**config.mk**
```make
export PLATFORM = sky130hd
export DESIGN_NAME = event_threshold_rule_matcher_top_flat
export DESIGN_NICKNAME = d
export VERILOG_FILES = /design/src/hdl/etrm_pkg.sv /design/src/hdl/etrm_channels.sv /design/src/hdl/etrm_compare.sv /design/src/hdl/event_threshold_rule_matcher_top.sv /design/src/flat_wrapper.sv
export SDC_FILE = /design/constraint.sdc
export NUM_CORES = 1
export LEC_CHECK = 0
export BUFFER_PORTS_ARGS = -buffer_cell sky130_fd_sc_hd__buf_2
export CAP_MARGIN = 20
export CORE_UTILIZATION = 60
export DETAILED_ROUTE_END_ITERATION = 7
export PLACE_DENSITY = 0.77
export SLEW_MARGIN = 20
export SYNTH_ARGS = -nofsm -noshare
export SYNTH_HDL_FRONTEND = slang
export SYNTH_HIERARCHICAL = 1
export SYNTH_SLANG_ARGS = --single-unit
```
**constraint.sdc**
```tcl
create_clock -name clock -period 23.2 [get_ports clock]
set_input_delay 0 -clock clock [delete_from_list [all_inputs] [get_ports clock]]
set_output_delay 0 -clock clock [all_outputs]
set_load 0.01 [all_outputs]
```
**src/hdl/etrm_pkg.sv**
```systemverilog
// Shared constants and codes for the event threshold rule matcher.
`default_nettype none
package etrm_pkg;
   localparam int RULE_COUNT = 16;
   localparam int RULE_IDX_W = (RULE_COUNT > 1) ? $clog2(RULE_COUNT) : 1;

   localparam int OP_W      = 2;
   localparam int INDEX_W   = 4;
   localparam int EVENT_W   = 16;
   localparam int VALUE_W   = 32;
   localparam int COMPARE_W = 3;
   localparam int ACTION_W  = 16;

   localparam logic [OP_W-1:0] OP_EVALUATE = 2'd0;
   localparam logic [OP_W-1:0] OP_WRITE    = 2'd1;
   localparam logic [OP_W-1:0] OP_DISABLE  = 2'd2;

   localparam logic [COMPARE_W-1:0] CMP_NONE = 3'd0;
   localparam logic [COMPARE_W-1:0] CMP_GT   = 3'd1;
   localparam logic [COMPARE_W-1:0] CMP_LT   = 3'd2;
   localparam logic [COMPARE_W-1:0] CMP_EQ   = 3'd3;
   localparam logic [COMPARE_W-1:0] CMP_GE   = 3'd4;
   localparam logic [COMPARE_W-1:0] CMP_LE   = 3'd5;
   localparam logic [COMPARE_W-1:0] CMP_NE   = 3'd6;
endpackage
`default_nettype wire

```
**src/hdl/etrm_channels.sv**
```systemverilog
// Request and response channel interfaces of the rule matcher.
`default_nettype none
interface etrm_req_if;
   logic                                 valid;
   logic                                 ready;
   logic [etrm_pkg::OP_W-1:0]            operation;
   logic [etrm_pkg::INDEX_W-1:0]         rule_index;
   logic [etrm_pkg::EVENT_W-1:0]         event_id;
   logic signed [etrm_pkg::VALUE_W-1:0]  sample_value;
   logic [etrm_pkg::COMPARE_W-1:0]       compare_code;
   logic signed [etrm_pkg::VALUE_W-1:0]  threshold_value;
   logic                                 dynamic_flag;
   logic [etrm_pkg::ACTION_W-1:0]        action_id;
   logic                                 active_flag;

   modport source (output valid, operation, rule_index, event_id, sample_value,
                   compare_code, threshold_value, dynamic_flag, action_id,
                   active_flag, input ready);
   modport sink   (input valid, operation, rule_index, event_id, sample_value,
                   compare_code, threshold_value, dynamic_flag, action_id,
                   active_flag, output ready);
endinterface

interface etrm_rsp_if;
   logic                          valid;
   logic                          ready;
   logic [etrm_pkg::INDEX_W-1:0]  fired_index;
   logic [etrm_pkg::ACTION_W-1:0] fired_action;
   logic                          last_fired;

   modport source (output valid, fired_index, fired_action, last_fired, input ready);
   modport sink   (input valid, fired_index, fired_action, last_fired, output ready);
endinterface
`default_nettype wire

```
**src/hdl/etrm_compare.sv**
```systemverilog
// Shared signed threshold comparator used by the rule scan.
`default_nettype none
module etrm_compare (
   input  wire logic [etrm_pkg::COMPARE_W-1:0]      compare_code,
   input  wire logic signed [etrm_pkg::VALUE_W-1:0] sample,
   input  wire logic signed [etrm_pkg::VALUE_W-1:0] threshold,
   output logic                                     hit
);
   always_comb begin
      unique case (compare_code)
         etrm_pkg::CMP_GT: hit = sample >  threshold;
         etrm_pkg::CMP_LT: hit = sample <  threshold;
         etrm_pkg::CMP_EQ: hit = sample == threshold;
         etrm_pkg::CMP_GE: hit = sample >= threshold;
         etrm_pkg::CMP_LE: hit = sample <= threshold;
         etrm_pkg::CMP_NE: hit = sample != threshold;
         default:          hit = 1'b0;
      endcase
   end
endmodule
`default_nettype wire

```
**src/hdl/event_threshold_rule_matcher_top.sv**
```systemverilog
// Event threshold rule matcher: rule table, scan sequencer and result register.
//
// Requests arrive on req_ch (valid/ready). A write request loads one rule
// entry and a disable request clears an entry's active mark; each gives no
// response, so they can follow back to back. An evaluate request starts a
// scan of the rule table, one entry per cycle unless the scan halts, through
// a single shared comparator, followed by a flush state for the final result.
// req_ch is not ready during the scan and the flush, so no new request is
// accepted until the evaluation is finished. Each rule that fires yields one
// response on rsp_ch carrying its index and action, with last_fired set on
// the final one; an event that fires nothing gives no response. Results leave
// through one output register: a fired rule waits in a holding slot until the
// next hit or the end of the scan decides its last_fired mark, and the scan
// halts while a new hit finds the slot occupied, the output register full
// and the receiver stalling. Reset is synchronous: it clears every entry's
// used and active marks, the sequencer and the output register; no clearing
// pass is needed.
`default_nettype none
module event_threshold_rule_matcher_top (
   input wire logic  clock,
   input wire logic  reset,
   etrm_req_if.sink  req_ch,
   etrm_rsp_if.source rsp_ch
);
   typedef enum logic [1:0] {ST_IDLE, ST_SCAN, ST_FLUSH} state_type;

   localparam int RC  = etrm_pkg::RULE_COUNT;
   localparam int IW  = etrm_pkg::RULE_IDX_W;

   state_type                           state_ff, state_in;
   logic [RC-1:0]                       used_ff, used_in;
   logic [RC-1:0]                       active_ff, active_in;
   logic [etrm_pkg::EVENT_W-1:0]        entry_event_ff [RC];
   logic [etrm_pkg::COMPARE_W-1:0]      entry_compare_ff [RC];
   logic signed [etrm_pkg::VALUE_W-1:0] entry_threshold_ff [RC];
   logic [RC-1:0]                       entry_dynamic_ff;
   logic [etrm_pkg::ACTION_W-1:0]       entry_action_ff [RC];

   logic [IW-1:0]                       scan_idx_ff, scan_idx_in;
   logic [etrm_pkg::EVENT_W-1:0]        ev_ff, ev_in;
   logic signed [etrm_pkg::VALUE_W-1:0] sample_ff, sample_in;
   logic                                pend_valid_ff, pend_valid_in;
   logic [etrm_pkg::INDEX_W-1:0]        pend_index_ff, pend_index_in;
   logic [etrm_pkg::ACTION_W-1:0]       pend_action_ff, pend_action_in;
   logic                                rsp_valid_ff, rsp_valid_in;
   logic [etrm_pkg::INDEX_W-1:0]        rsp_index_ff, rsp_index_in;
   logic [etrm_pkg::ACTION_W-1:0]       rsp_action_ff, rsp_action_in;
   logic                                rsp_last_ff, rsp_last_in;

   logic                                wr_en;
   logic [IW-1:0]                       wr_idx;
   logic                                idx_ok;
   logic signed [etrm_pkg::VALUE_W-1:0] cur_threshold;
   logic                                cmp_hit;
   logic                                match;
   logic                                hit;
   logic                                out_free;
   logic                                scan_end;

   assign wr_idx   = IW'(req_ch.rule_index);
   assign idx_ok   = 32'(req_ch.rule_index) < RC;
   assign out_free = !rsp_valid_ff || rsp_ch.ready;
   assign scan_end = scan_idx_ff == IW'(RC - 1);

   assign cur_threshold = entry_dynamic_ff[scan_idx_ff] ? '0
                                                         : entry_threshold_ff[scan_idx_ff];
   assign match = used_ff[scan_idx_ff] && active_ff[scan_idx_ff]
                  && (entry_event_ff[scan_idx_ff] == ev_ff);
   assign hit   = match && cmp_hit;

   etrm_compare u_compare (
      .compare_code (entry_compare_ff[scan_idx_ff]),
      .sample       (sample_ff),
      .threshold    (cur_threshold),
      .hit          (cmp_hit)
   );

   always_comb begin
      state_in       = state_ff;
      used_in        = used_ff;
      active_in      = active_ff;
      scan_idx_in    = scan_idx_ff;
      ev_in          = ev_ff;
      sample_in      = sample_ff;
      pend_valid_in  = pend_valid_ff;
      pend_index_in  = pend_index_ff;
      pend_action_in = pend_action_ff;
      rsp_valid_in   = rsp_valid_ff;
      rsp_index_in   = rsp_index_ff;
      rsp_action_in  = rsp_action_ff;
      rsp_last_in    = rsp_last_ff;
      wr_en          = 1'b0;

      if (rsp_ch.ready) begin
         rsp_valid_in = 1'b0;
      end

      unique case (state_ff)
         ST_IDLE: begin
            if (req_ch.valid) begin
               unique case (req_ch.operation)
                  etrm_pkg::OP_EVALUATE: begin
                     ev_in         = req_ch.event_id;
                     sample_in     = req_ch.sample_value;
                     scan_idx_in   = '0;
                     pend_valid_in = 1'b0;
                     state_in      = ST_SCAN;
                  end
                  etrm_pkg::OP_WRITE: begin
                     if (idx_ok) begin
                        wr_en             = 1'b1;
                        used_in[wr_idx]   = 1'b1;
                        active_in[wr_idx] = req_ch.active_flag;
                     end
                  end
                  etrm_pkg::OP_DISABLE: begin
                     if (idx_ok) begin
                        active_in[wr_idx] = 1'b0;
                     end
                  end
                  default: begin
                  end
               endcase
            end
         end
         ST_SCAN: begin
            if (!(hit && pend_valid_ff && !out_free)) begin
               if (hit) begin
                  if (pend_valid_ff) begin
                     rsp_valid_in  = 1'b1;
                     rsp_index_in  = pend_index_ff;
                     rsp_action_in = pend_action_ff;
                     rsp_last_in   = 1'b0;
                  end
                  pend_valid_in  = 1'b1;
                  pend_index_in  = etrm_pkg::INDEX_W'(scan_idx_ff);
                  pend_action_in = entry_action_ff[scan_idx_ff];
               end
               if (scan_end) begin
                  state_in = ST_FLUSH;
               end else begin
                  scan_idx_in = scan_idx_ff + 1'b1;
               end
            end
         end
         ST_FLUSH: begin
            if (!pend_valid_ff) begin
               state_in = ST_IDLE;
            end else if (out_free) begin
               rsp_valid_in  = 1'b1;
               rsp_index_in  = pend_index_ff;
               rsp_action_in = pend_action_ff;
               rsp_last_in   = 1'b1;
               pend_valid_in = 1'b0;
               state_in      = ST_IDLE;
            end
         end
         default: state_in = ST_IDLE;
      endcase
   end

   always_ff @(posedge clock) begin
      scan_idx_ff    <= scan_idx_in;
      ev_ff          <= ev_in;
      sample_ff      <= sample_in;
      pend_index_ff  <= pend_index_in;
      pend_action_ff <= pend_action_in;
      rsp_index_ff   <= rsp_index_in;
      rsp_action_ff  <= rsp_action_in;
      rsp_last_ff    <= rsp_last_in;
      if (wr_en) begin
         entry_event_ff[wr_idx]     <= req_ch.event_id;
         entry_compare_ff[wr_idx]   <= req_ch.compare_code;
         entry_threshold_ff[wr_idx] <= req_ch.threshold_value;
         entry_dynamic_ff[wr_idx]   <= req_ch.dynamic_flag;
         entry_action_ff[wr_idx]    <= req_ch.action_id;
      end
      if (reset) begin
         state_ff      <= ST_IDLE;
         used_ff       <= '0;
         active_ff     <= '0;
         pend_valid_ff <= 1'b0;
         rsp_valid_ff  <= 1'b0;
      end else begin
         state_ff      <= state_in;
         used_ff       <= used_in;
         active_ff     <= active_in;
         pend_valid_ff <= pend_valid_in;
         rsp_valid_ff  <= rsp_valid_in;
      end
   end

   assign req_ch.ready        = state_ff == ST_IDLE;
   assign rsp_ch.valid        = rsp_valid_ff;
   assign rsp_ch.fired_index  = rsp_index_ff;
   assign rsp_ch.fired_action = rsp_action_ff;
   assign rsp_ch.last_fired   = rsp_last_ff;
endmodule
`default_nettype wire
```
**src/flat_wrapper.sv**
```systemverilog
// flat-port wrapper written by rule: the top's interface ports become plain ports
module event_threshold_rule_matcher_top_flat 
  (clock, reset, req_ch_valid, req_ch_operation, req_ch_rule_index, req_ch_event_id, req_ch_sample_value, req_ch_compare_code, req_ch_threshold_value, req_ch_dynamic_flag, req_ch_action_id, req_ch_active_flag, req_ch_ready, rsp_ch_valid, rsp_ch_fired_index, rsp_ch_fired_action, rsp_ch_last_fired, rsp_ch_ready);
  etrm_req_if req_ch_i ();
  etrm_rsp_if rsp_ch_i ();
  input wire logic clock;
  input wire logic reset;
  input wire logic [$bits(req_ch_i.valid)-1:0] req_ch_valid;
  input wire logic [$bits(req_ch_i.operation)-1:0] req_ch_operation;
  input wire logic [$bits(req_ch_i.rule_index)-1:0] req_ch_rule_index;
  input wire logic [$bits(req_ch_i.event_id)-1:0] req_ch_event_id;
  input wire logic [$bits(req_ch_i.sample_value)-1:0] req_ch_sample_value;
  input wire logic [$bits(req_ch_i.compare_code)-1:0] req_ch_compare_code;
  input wire logic [$bits(req_ch_i.threshold_value)-1:0] req_ch_threshold_value;
  input wire logic [$bits(req_ch_i.dynamic_flag)-1:0] req_ch_dynamic_flag;
  input wire logic [$bits(req_ch_i.action_id)-1:0] req_ch_action_id;
  input wire logic [$bits(req_ch_i.active_flag)-1:0] req_ch_active_flag;
  output wire logic [$bits(req_ch_i.ready)-1:0] req_ch_ready;
  output wire logic [$bits(rsp_ch_i.valid)-1:0] rsp_ch_valid;
  output wire logic [$bits(rsp_ch_i.fired_index)-1:0] rsp_ch_fired_index;
  output wire logic [$bits(rsp_ch_i.fired_action)-1:0] rsp_ch_fired_action;
  output wire logic [$bits(rsp_ch_i.last_fired)-1:0] rsp_ch_last_fired;
  input wire logic [$bits(rsp_ch_i.ready)-1:0] rsp_ch_ready;
  assign req_ch_i.valid = req_ch_valid;
  assign req_ch_i.operation = req_ch_operation;
  assign req_ch_i.rule_index = req_ch_rule_index;
  assign req_ch_i.event_id = req_ch_event_id;
  assign req_ch_i.sample_value = req_ch_sample_value;
  assign req_ch_i.compare_code = req_ch_compare_code;
  assign req_ch_i.threshold_value = req_ch_threshold_value;
  assign req_ch_i.dynamic_flag = req_ch_dynamic_flag;
  assign req_ch_i.action_id = req_ch_action_id;
  assign req_ch_i.active_flag = req_ch_active_flag;
  assign req_ch_ready = req_ch_i.ready;
  assign rsp_ch_valid = rsp_ch_i.valid;
  assign rsp_ch_fired_index = rsp_ch_i.fired_index;
  assign rsp_ch_fired_action = rsp_ch_i.fired_action;
  assign rsp_ch_last_fired = rsp_ch_i.last_fired;
  assign rsp_ch_i.ready = rsp_ch_ready;
  event_threshold_rule_matcher_top u_core (.clock(clock), .reset(reset), .req_ch(req_ch_i), .rsp_ch(rsp_ch_i));
endmodule
```
==> flow_summary.json, run 1 <==
{
  "crit_type": "flip-flop to flip-flop",
  "rsz0062_at_grt": "false",
  "worst_slew_pin_slew_ns": 1.14,
  "port-buffer-count": 133,
  "synth_top_family_by_area": "multiplexers",
  "synthCells": 2160,
  "end_kind": "flip-flop",
  "yosysSeqAreaShare_pct": 76.7,
  "start_util_pct": 60.9,
  "cts-root-buf": "clkbuf_16",
  "dieArea_mm2": 0.0800,
  "wl_per_cell_um": 30.6,
  "antenna_left": 0,
  "place_inst": 3280,
  "period_minus_slack_ns": 7.73,
  "finalWirelength_mm": 111,
  "ys_types": 74,
  "synth_xor_area_share_pct": 0.500,
  "grt_pass1_wl_mm": 162,
  "postCtsSetupBuffers": 0,
  "p_int_mw": 4.31,
  "clk_latency_ns": 0.70,
  "maxSlewViolCount": 0,
  "grtUsageTotal_pct": 28.5,
  "cts_sinks": 1221,
  "hp-class": "input pin to flip-flop",
  "syn_area_per_cell_um2": 21.9,
  "die-width_um": 283,
  "gp_congestion": 0.784,
  "synth_fa_ha_area_share_pct": 1.03,
  "num_io_pins": 134,
  "fp-row-count": 102,
  "yosys.area.top_type": "edfxtp_1",
  "p_leak_nw": 17.4,
  "muxShareOfSynthArea_pct": 15.8,
  "clock-skew-final_ns": 0.0377,
  "cp.required_ns": 23.82,
  "worstPathArrival_ns": 8.34,
  "grt_overflow": 0,
  "final_hold_viol_count": 0,
  "status": "finished clean",
  "synth_edf_count": 1181,
  "slew-limit-headroom_pct": 23.9,
  "clockBufferDepth": 3,
  "antenna_found_initial": 4,
  "layout.cells.non_filler": 3613,
  "drt_iter0_markers": 2844,
  "power_density_mw_per_mm2": 109,
  "synth_nets": 2310,
  "drcViolationCount": 0,
  "critPathLaunchType": "flip-flop",
  "p_comb_share_pct": 25.3,
  "synthTopCellsByArea": "edfxtp_1, mux4_2, dfxtp_1",
  "yosysMostFrequentCell": "edfxtp_1",
  "vias_per_cell": 6.53,
  "htreeDepth": 3,
  "critical_path.slowest_cell": "dfxtp_4",
  "crit_chain": "buf_4 > buf_4 > mux4_2 > mux4_2 > nor2b_1 > inv_1 > ha_1 > nand4_1 > nor4_1 > nand2_1 > nand3_1 > o31a_1 > o31ai_1 > a211oi_2 > inv_1 > a31oi_1 > nand4_1 > nor4_4 > nand3_1 > nor2_1 > o21ai_0 > a311oi_1 > dlygate4sd3_1",
  "grt_pass1_vias": 24497,
  "synthDominantCellAreaShare_pct": 75.0,
  "synth_compound_area_share_pct": 2.20,
  "period_share_pct": 33.3,
  "pre_cts_ws_ns": 15.87,
  "cts_made_buffers": 118,
  "setup_viol": 0,
  "die-height_um": 283,
  "synth-warning-count": 6,
  "cts_tree": "built",
  "finalPower_mw": 5.95,
  "r2r.worst_path.cells": 23,
  "max-cap-violations": 0,
  "hold_depth": 2,
  "fmax_mhz": 129,
  "ys_top_cells_by_count": "edfxtp_1, mux4_2, nor2_1",
  "ys_ff_latch": 1221,
  "final_nets": 2625,
  "pwr-share-seq_pct": 42.3,
  "tns_ns": 0,
  "synthFlopType": "edfxtp_1",
  "synth-async-reset-ratio_pct": 0,
  "dp_hpwl_mm": 54.1,
  "coreArea_mm2": 0.0777,
  "cts.clk_slew.worst_paths_ns": 0.06,
  "ir_drop_v": 0.0000910,
  "area_growth_pct": 15.0,
  "slowest_delay_ns": 0.83,
  "crit_path_max_fanout": 52,
  "first_pass_iters": 5,
  "drive_gt1_share_pct": 27.2,
  "switching_share_pct": 27.5,
  "syn_area_mm2": 0.0473,
  "pwr-share-clk_pct": 32.4,
  "vias": 23604,
  "p_switching_mw": 1.64,
  "grt_max_degree": 120,
  "synth-simple-area-share_pct": 2.44,
  "layout_setup_ws_ns": 15.47
}
-- registers in the layout, indices dropped and copies added (netlist names), 16 cells and up, named ones only --
register                    flops
u_core/active_ff               16
u_core/entry_action_ff        256
u_core/entry_compare_ff        48
u_core/entry_dynamic_ff        16
u_core/entry_event_ff         256
u_core/entry_threshold_ff     512
u_core/ev_ff                   16
u_core/pend_action_ff          16
u_core/rsp_ch.fired_action     16
u_core/sample_ff               32
u_core/used_ff                 16
-- layout by cell type, fill, tap and decap left out, drive strengths merged, types with 6 or more instances in the layout --
cell,netlist,final
edfxtp,1181,1181
mux4,310,310
buf,55,182
clkbuf,47,147
dlygate4sd3,0,115
nor2,60,60
inv,51,51
clkinv,0,50
mux2i,43,43
nor2b,43,43
a21oi,41,41
dfxtp,40,40
ha,39,39
nand2,31,31
a211oi,23,23
nand3,22,22
xnor2,17,17
bufinv,0,16
o21ai,15,15
nor3,12,12
xor2,10,10
nand4,10,10
nand2b,9,9
a22oi,6,6
a21o,6,6
-- layer usage --
metal	track usage, %	share of wire (%)	vias to the layer above
met3	4.28	7.9	244
met4	9.29	3.2	4
li1	-	-	9663
met1	37.6	36	12301
met2	49.1	52	1392
met5	0	0.024	-
-- metrics by stage --
stage	util [%]	hold slack (ns)	cell area, µm²
after floorplan	-	0.0989	47300
after global placement	63.5	0.176	49300
after detailed placement	63.5	0.179	49300
after CTS	70.0	0.000929	54400
after global routing	70.0	0.0144	54400
final	70.0	0.0266	54400
-- worst max-delay path: cells and delay by family, from the launching register on --
kind,cells,cell delay [ns]
AND/OR/NAND/NOR,9,2.31
buffers and inverters,5,2.24
AO/OA/AOI/OAI,6,1.09
multiplexers,2,0.91
flip-flops,1,0.83
adder cells (fa/ha/maj),1,0.17
-- repair_timing --
action | 4_1_cts | 5_1_grt
hold buffers | 115 | 0
gates resized for setup | 0 | 0
endpoints found under the hold margin | 1172 | 0
-- worst paths after layout --
path | startpoint | endpoint | slack, ns
worst max register to register | flip-flop | u_core/rsp_ch.valid | 15.47
worst min-delay path | req_ch_sample_value[16] | u_core/sample_ff[16] | 0.03
worst max-delay path | flip-flop | u_core/rsp_ch.valid | 15.47
worst min register to register | u_core/pend_action_ff[2] | u_core/rsp_ch.fired_action[2] | 0.42
-- cells by family (layout without fill, tap and decap cells) --
group	Yosys count	count (layout)
AOI/OAI and AO/OA	146	146
xor gates and xnor gates	27	27
adders and majority gates	39	39
buffers and inverters	153	565
DFF	1221	1221
muxes	357	357
other	0	1
and+or+nand+nor	217	217
-- cell type report --
class                      instances  area (µm²)
sequential                      1221       36300
fill                            4434       23300
multi-input combinational        786       10500
clock buffer                     147        3090
timing repair buffer             297        2220
tap                             1040        1300
clock inverter                    70         805
inverter                          51         193
antenna                            1        2.50
-- power groups by stage --
stage	registers [mW]	clock network (mW)	logic, mW
final	2.52	1.93	1.50
after global routing	2.52	2.03	1.60
after CTS	2.52	1.94	1.50
after detailed placement	2.56	0	1.46
after global placement	2.56	0	1.42
after floorplan	2.52	0	1.15
Note: power is estimated with default switching activity, not from simulation.
==> run 2: changes to the inputs <==
- CORE_UTILIZATION: 60 -> 56
- PLACE_DENSITY: 0.77 -> 0.76
- clock period: 23.2 -> 6.6 ns (I/O delays scaled with it)
==> flow_summary.json, run 2 (synthesized netlist as in run 1, its figures left out) <==
{
  "htreeDepth": 3,
  "coreArea_mm2": 0.0837,
  "clk_latency_ns": 0.71,
  "first_pass_iters": 6,
  "cts_made_buffers": 115,
  "tns_ns": 0,
  "final_hold_viol_count": 0,
  "drcViolationCount": 0,
  "mostFrequentLayoutCells": "edfxtp_1, mux4_2, dlygate4sd3_1, buf_2, clkbuf_16",
  "slowest_delay_ns": 0.66,
  "status": "finished clean",
  "grtUsageTotal_pct": 26.1,
  "vias": 23616,
  "area_growth_pct": 15.7,
  "hp-class": "input pin to flip-flop",
  "maxSlewViolCount": 0,
  "cts_sinks": 1221,
  "setup_viol": 0,
  "start_util_pct": 56.5,
  "max-cap-violations": 0,
  "holdWs_ns": 0.0235,
  "crit_type": "flip-flop to flip-flop",
  "cts_tree": "built",
  "drt_iter0_markers": 2690,
  "final_nets": 2654,
  "ir_drop_v": 0.000292,
  "clockBufferDepth": 3,
  "busiest_layer": "met2",
  "p_comb_share_pct": 26.2,
  "fmax_mhz": 161,
  "cp_num_buf_inv": 4,
  "wl_per_cell_um": 29.4,
  "gp_congestion": 0.803,
  "cp.required_ns": 6.95,
  "place_inst": 3386,
  "die-height_um": 293,
  "p_leak_nw": 17.5,
  "vias_per_cell": 6.32,
  "pwr-share-seq_pct": 42.6,
  "fp-row-count": 106,
  "layout.cells.non_filler": 3738,
  "crit_chain": "buf_12 > mux4_2 > mux4_2 > nor2b_1 > inv_1 > ha_1 > nand4_1 > a2111oi_1 > or4b_1 > a221oi_4 > o22ai_1 > a211oi_2 > inv_1 > a31oi_1 > nand4_1 > nor4_4 > nand3_1 > nor3_1 > a21oi_1 > nor3b_4 > buf_4",
  "clock-skew-final_ns": 0.0624,
  "regMostFlops": "u_core/entry_threshold_ff",
  "p_switching_mw": 5.76,
  "pre_cts_ws_ns": 0.258,
  "critical_path.slowest_cell": "or4b_1",
  "antenna_found_initial": 4,
  "end_kind": "flip-flop",
  "grt_pass1_vias": 24808,
  "period_minus_slack_ns": 6.21,
  "pwr-share-clk_pct": 31.2,
  "final_common_cell": "edfxtp_1",
  "num_io_pins": 134,
  "antenna_left": 0,
  "layout_setup_ws_ns": 0.387,
  "finalWirelength_mm": 110,
  "power_density_mw_per_mm2": 379,
  "grtUsageMet3_pct": 3.89,
  "crit_path_max_fanout": 24,
  "largest_register_ffs": 512,
  "grt_overflow": 0,
  "grt_max_degree": 79,
  "top_regs": "u_core/entry_threshold_ff: 512 flops, u_core/entry_action_ff: 256 flops, u_core/entry_event_ff: 256 flops",
  "critical-path-top-delay-family": "simple AND/OR/NAND/NOR gates",
  "grt_pass1_wl_mm": 161,
  "worstPathArrival_ns": 6.56,
  "dpl_cell_area_mm2": 0.0496,
  "p_int_mw": 15.0,
  "cts-root-buf": "clkbuf_16",
  "cts.clk_slew.worst_paths_ns": 0.06,
  "die-width_um": 293,
  "period_share_pct": 94.1,
  "port-buffer-count": 133,
  "worst_slew_pin_slew_ns": 1.15,
  "critPathLaunchType": "flip-flop",
  "slew-limit-headroom_pct": 23.3,
  "dp_hpwl_mm": 55.2,
  "switching_share_pct": 27.8,
  "rsz0062_at_grt": "false",
  "grtUsageMet1_pct": 33.7,
  "drive_gt1_share_pct": 27.4,
  "grt_util_met2_pct": 45.1,
  "dieArea_mm2": 0.0856,
  "final_area_mm2": 0.0547
}
[run 2: what timing repair did]
| item | 4_1_cts | 5_1_grt |
|---|---|---|
| endpoints found under the setup margin | 0 | 21 |
| hold buffers | 134 | 0 |
| buffers inserted | 0 | 1 |
| resized for setup | 0 | 1 |
| endpoints found under the hold margin | 1171 | 0 |
[run 2: layer usage]
metal	part of all wire (%)	vias to the layer above
li1	-	9716
met5	0.036	-
met3	7.6	280
met2	52	1247
met4	3.5	6
met1	37	12367
[run 2: path summary, 6_finish.rpt]
kind | end | startpoint | slack (ns) | cells after the start
setup / recovery | u_core/rsp_ch.fired_action[12] | flip-flop | 0.39 | 21
hold / removal | u_core/sample_ff[24] | req_ch_sample_value[24] | 0.02 | 2
setup reg to reg | u_core/rsp_ch.fired_action[12] | flip-flop | 0.39 | 21
hold reg to reg | u_core/rsp_ch.fired_action[2] | u_core/pend_action_ff[2] | 0.42 | 0
[run 2: final cells by class]
class | count | area, µm²
Antenna cell | 1 | 2.50
Clock buffer | 144 | 3030
Clock inverter | 72 | 698
Fill cell | 5216 | 29000
Inverter | 51 | 193
Multi-Input combinational cell | 786 | 10500
Sequential cell | 1221 | 36300
Tap cell | 1134 | 1420
Timing Repair Buffer | 329 | 2580
[run 2: power groups by stage]
| stage | Sequential (mW) | Clock (mW) | Combinational (mW) |
|---|---|---|---|
| final | 8.84 | 6.48 | 5.44 |
| after global routing | 8.85 | 6.85 | 5.80 |
| after CTS | 8.84 | 6.53 | 5.36 |
| after detailed placement | 9.01 | 0 | 5.22 |
| after global placement | 9.00 | 0 | 5.08 |
| after floorplan | 8.85 | 0 | 4.06 |
[run 2: through the flow]
stage | power [mW] | utilization, %
floorplan | 12.9 | -
global placement | 14.1 | 59.3
detailed placement | 14.2 | 59.3
CTS | 20.7 | 65.4
global route | 21.5 | 65.4
finish | 20.8 | 65.4
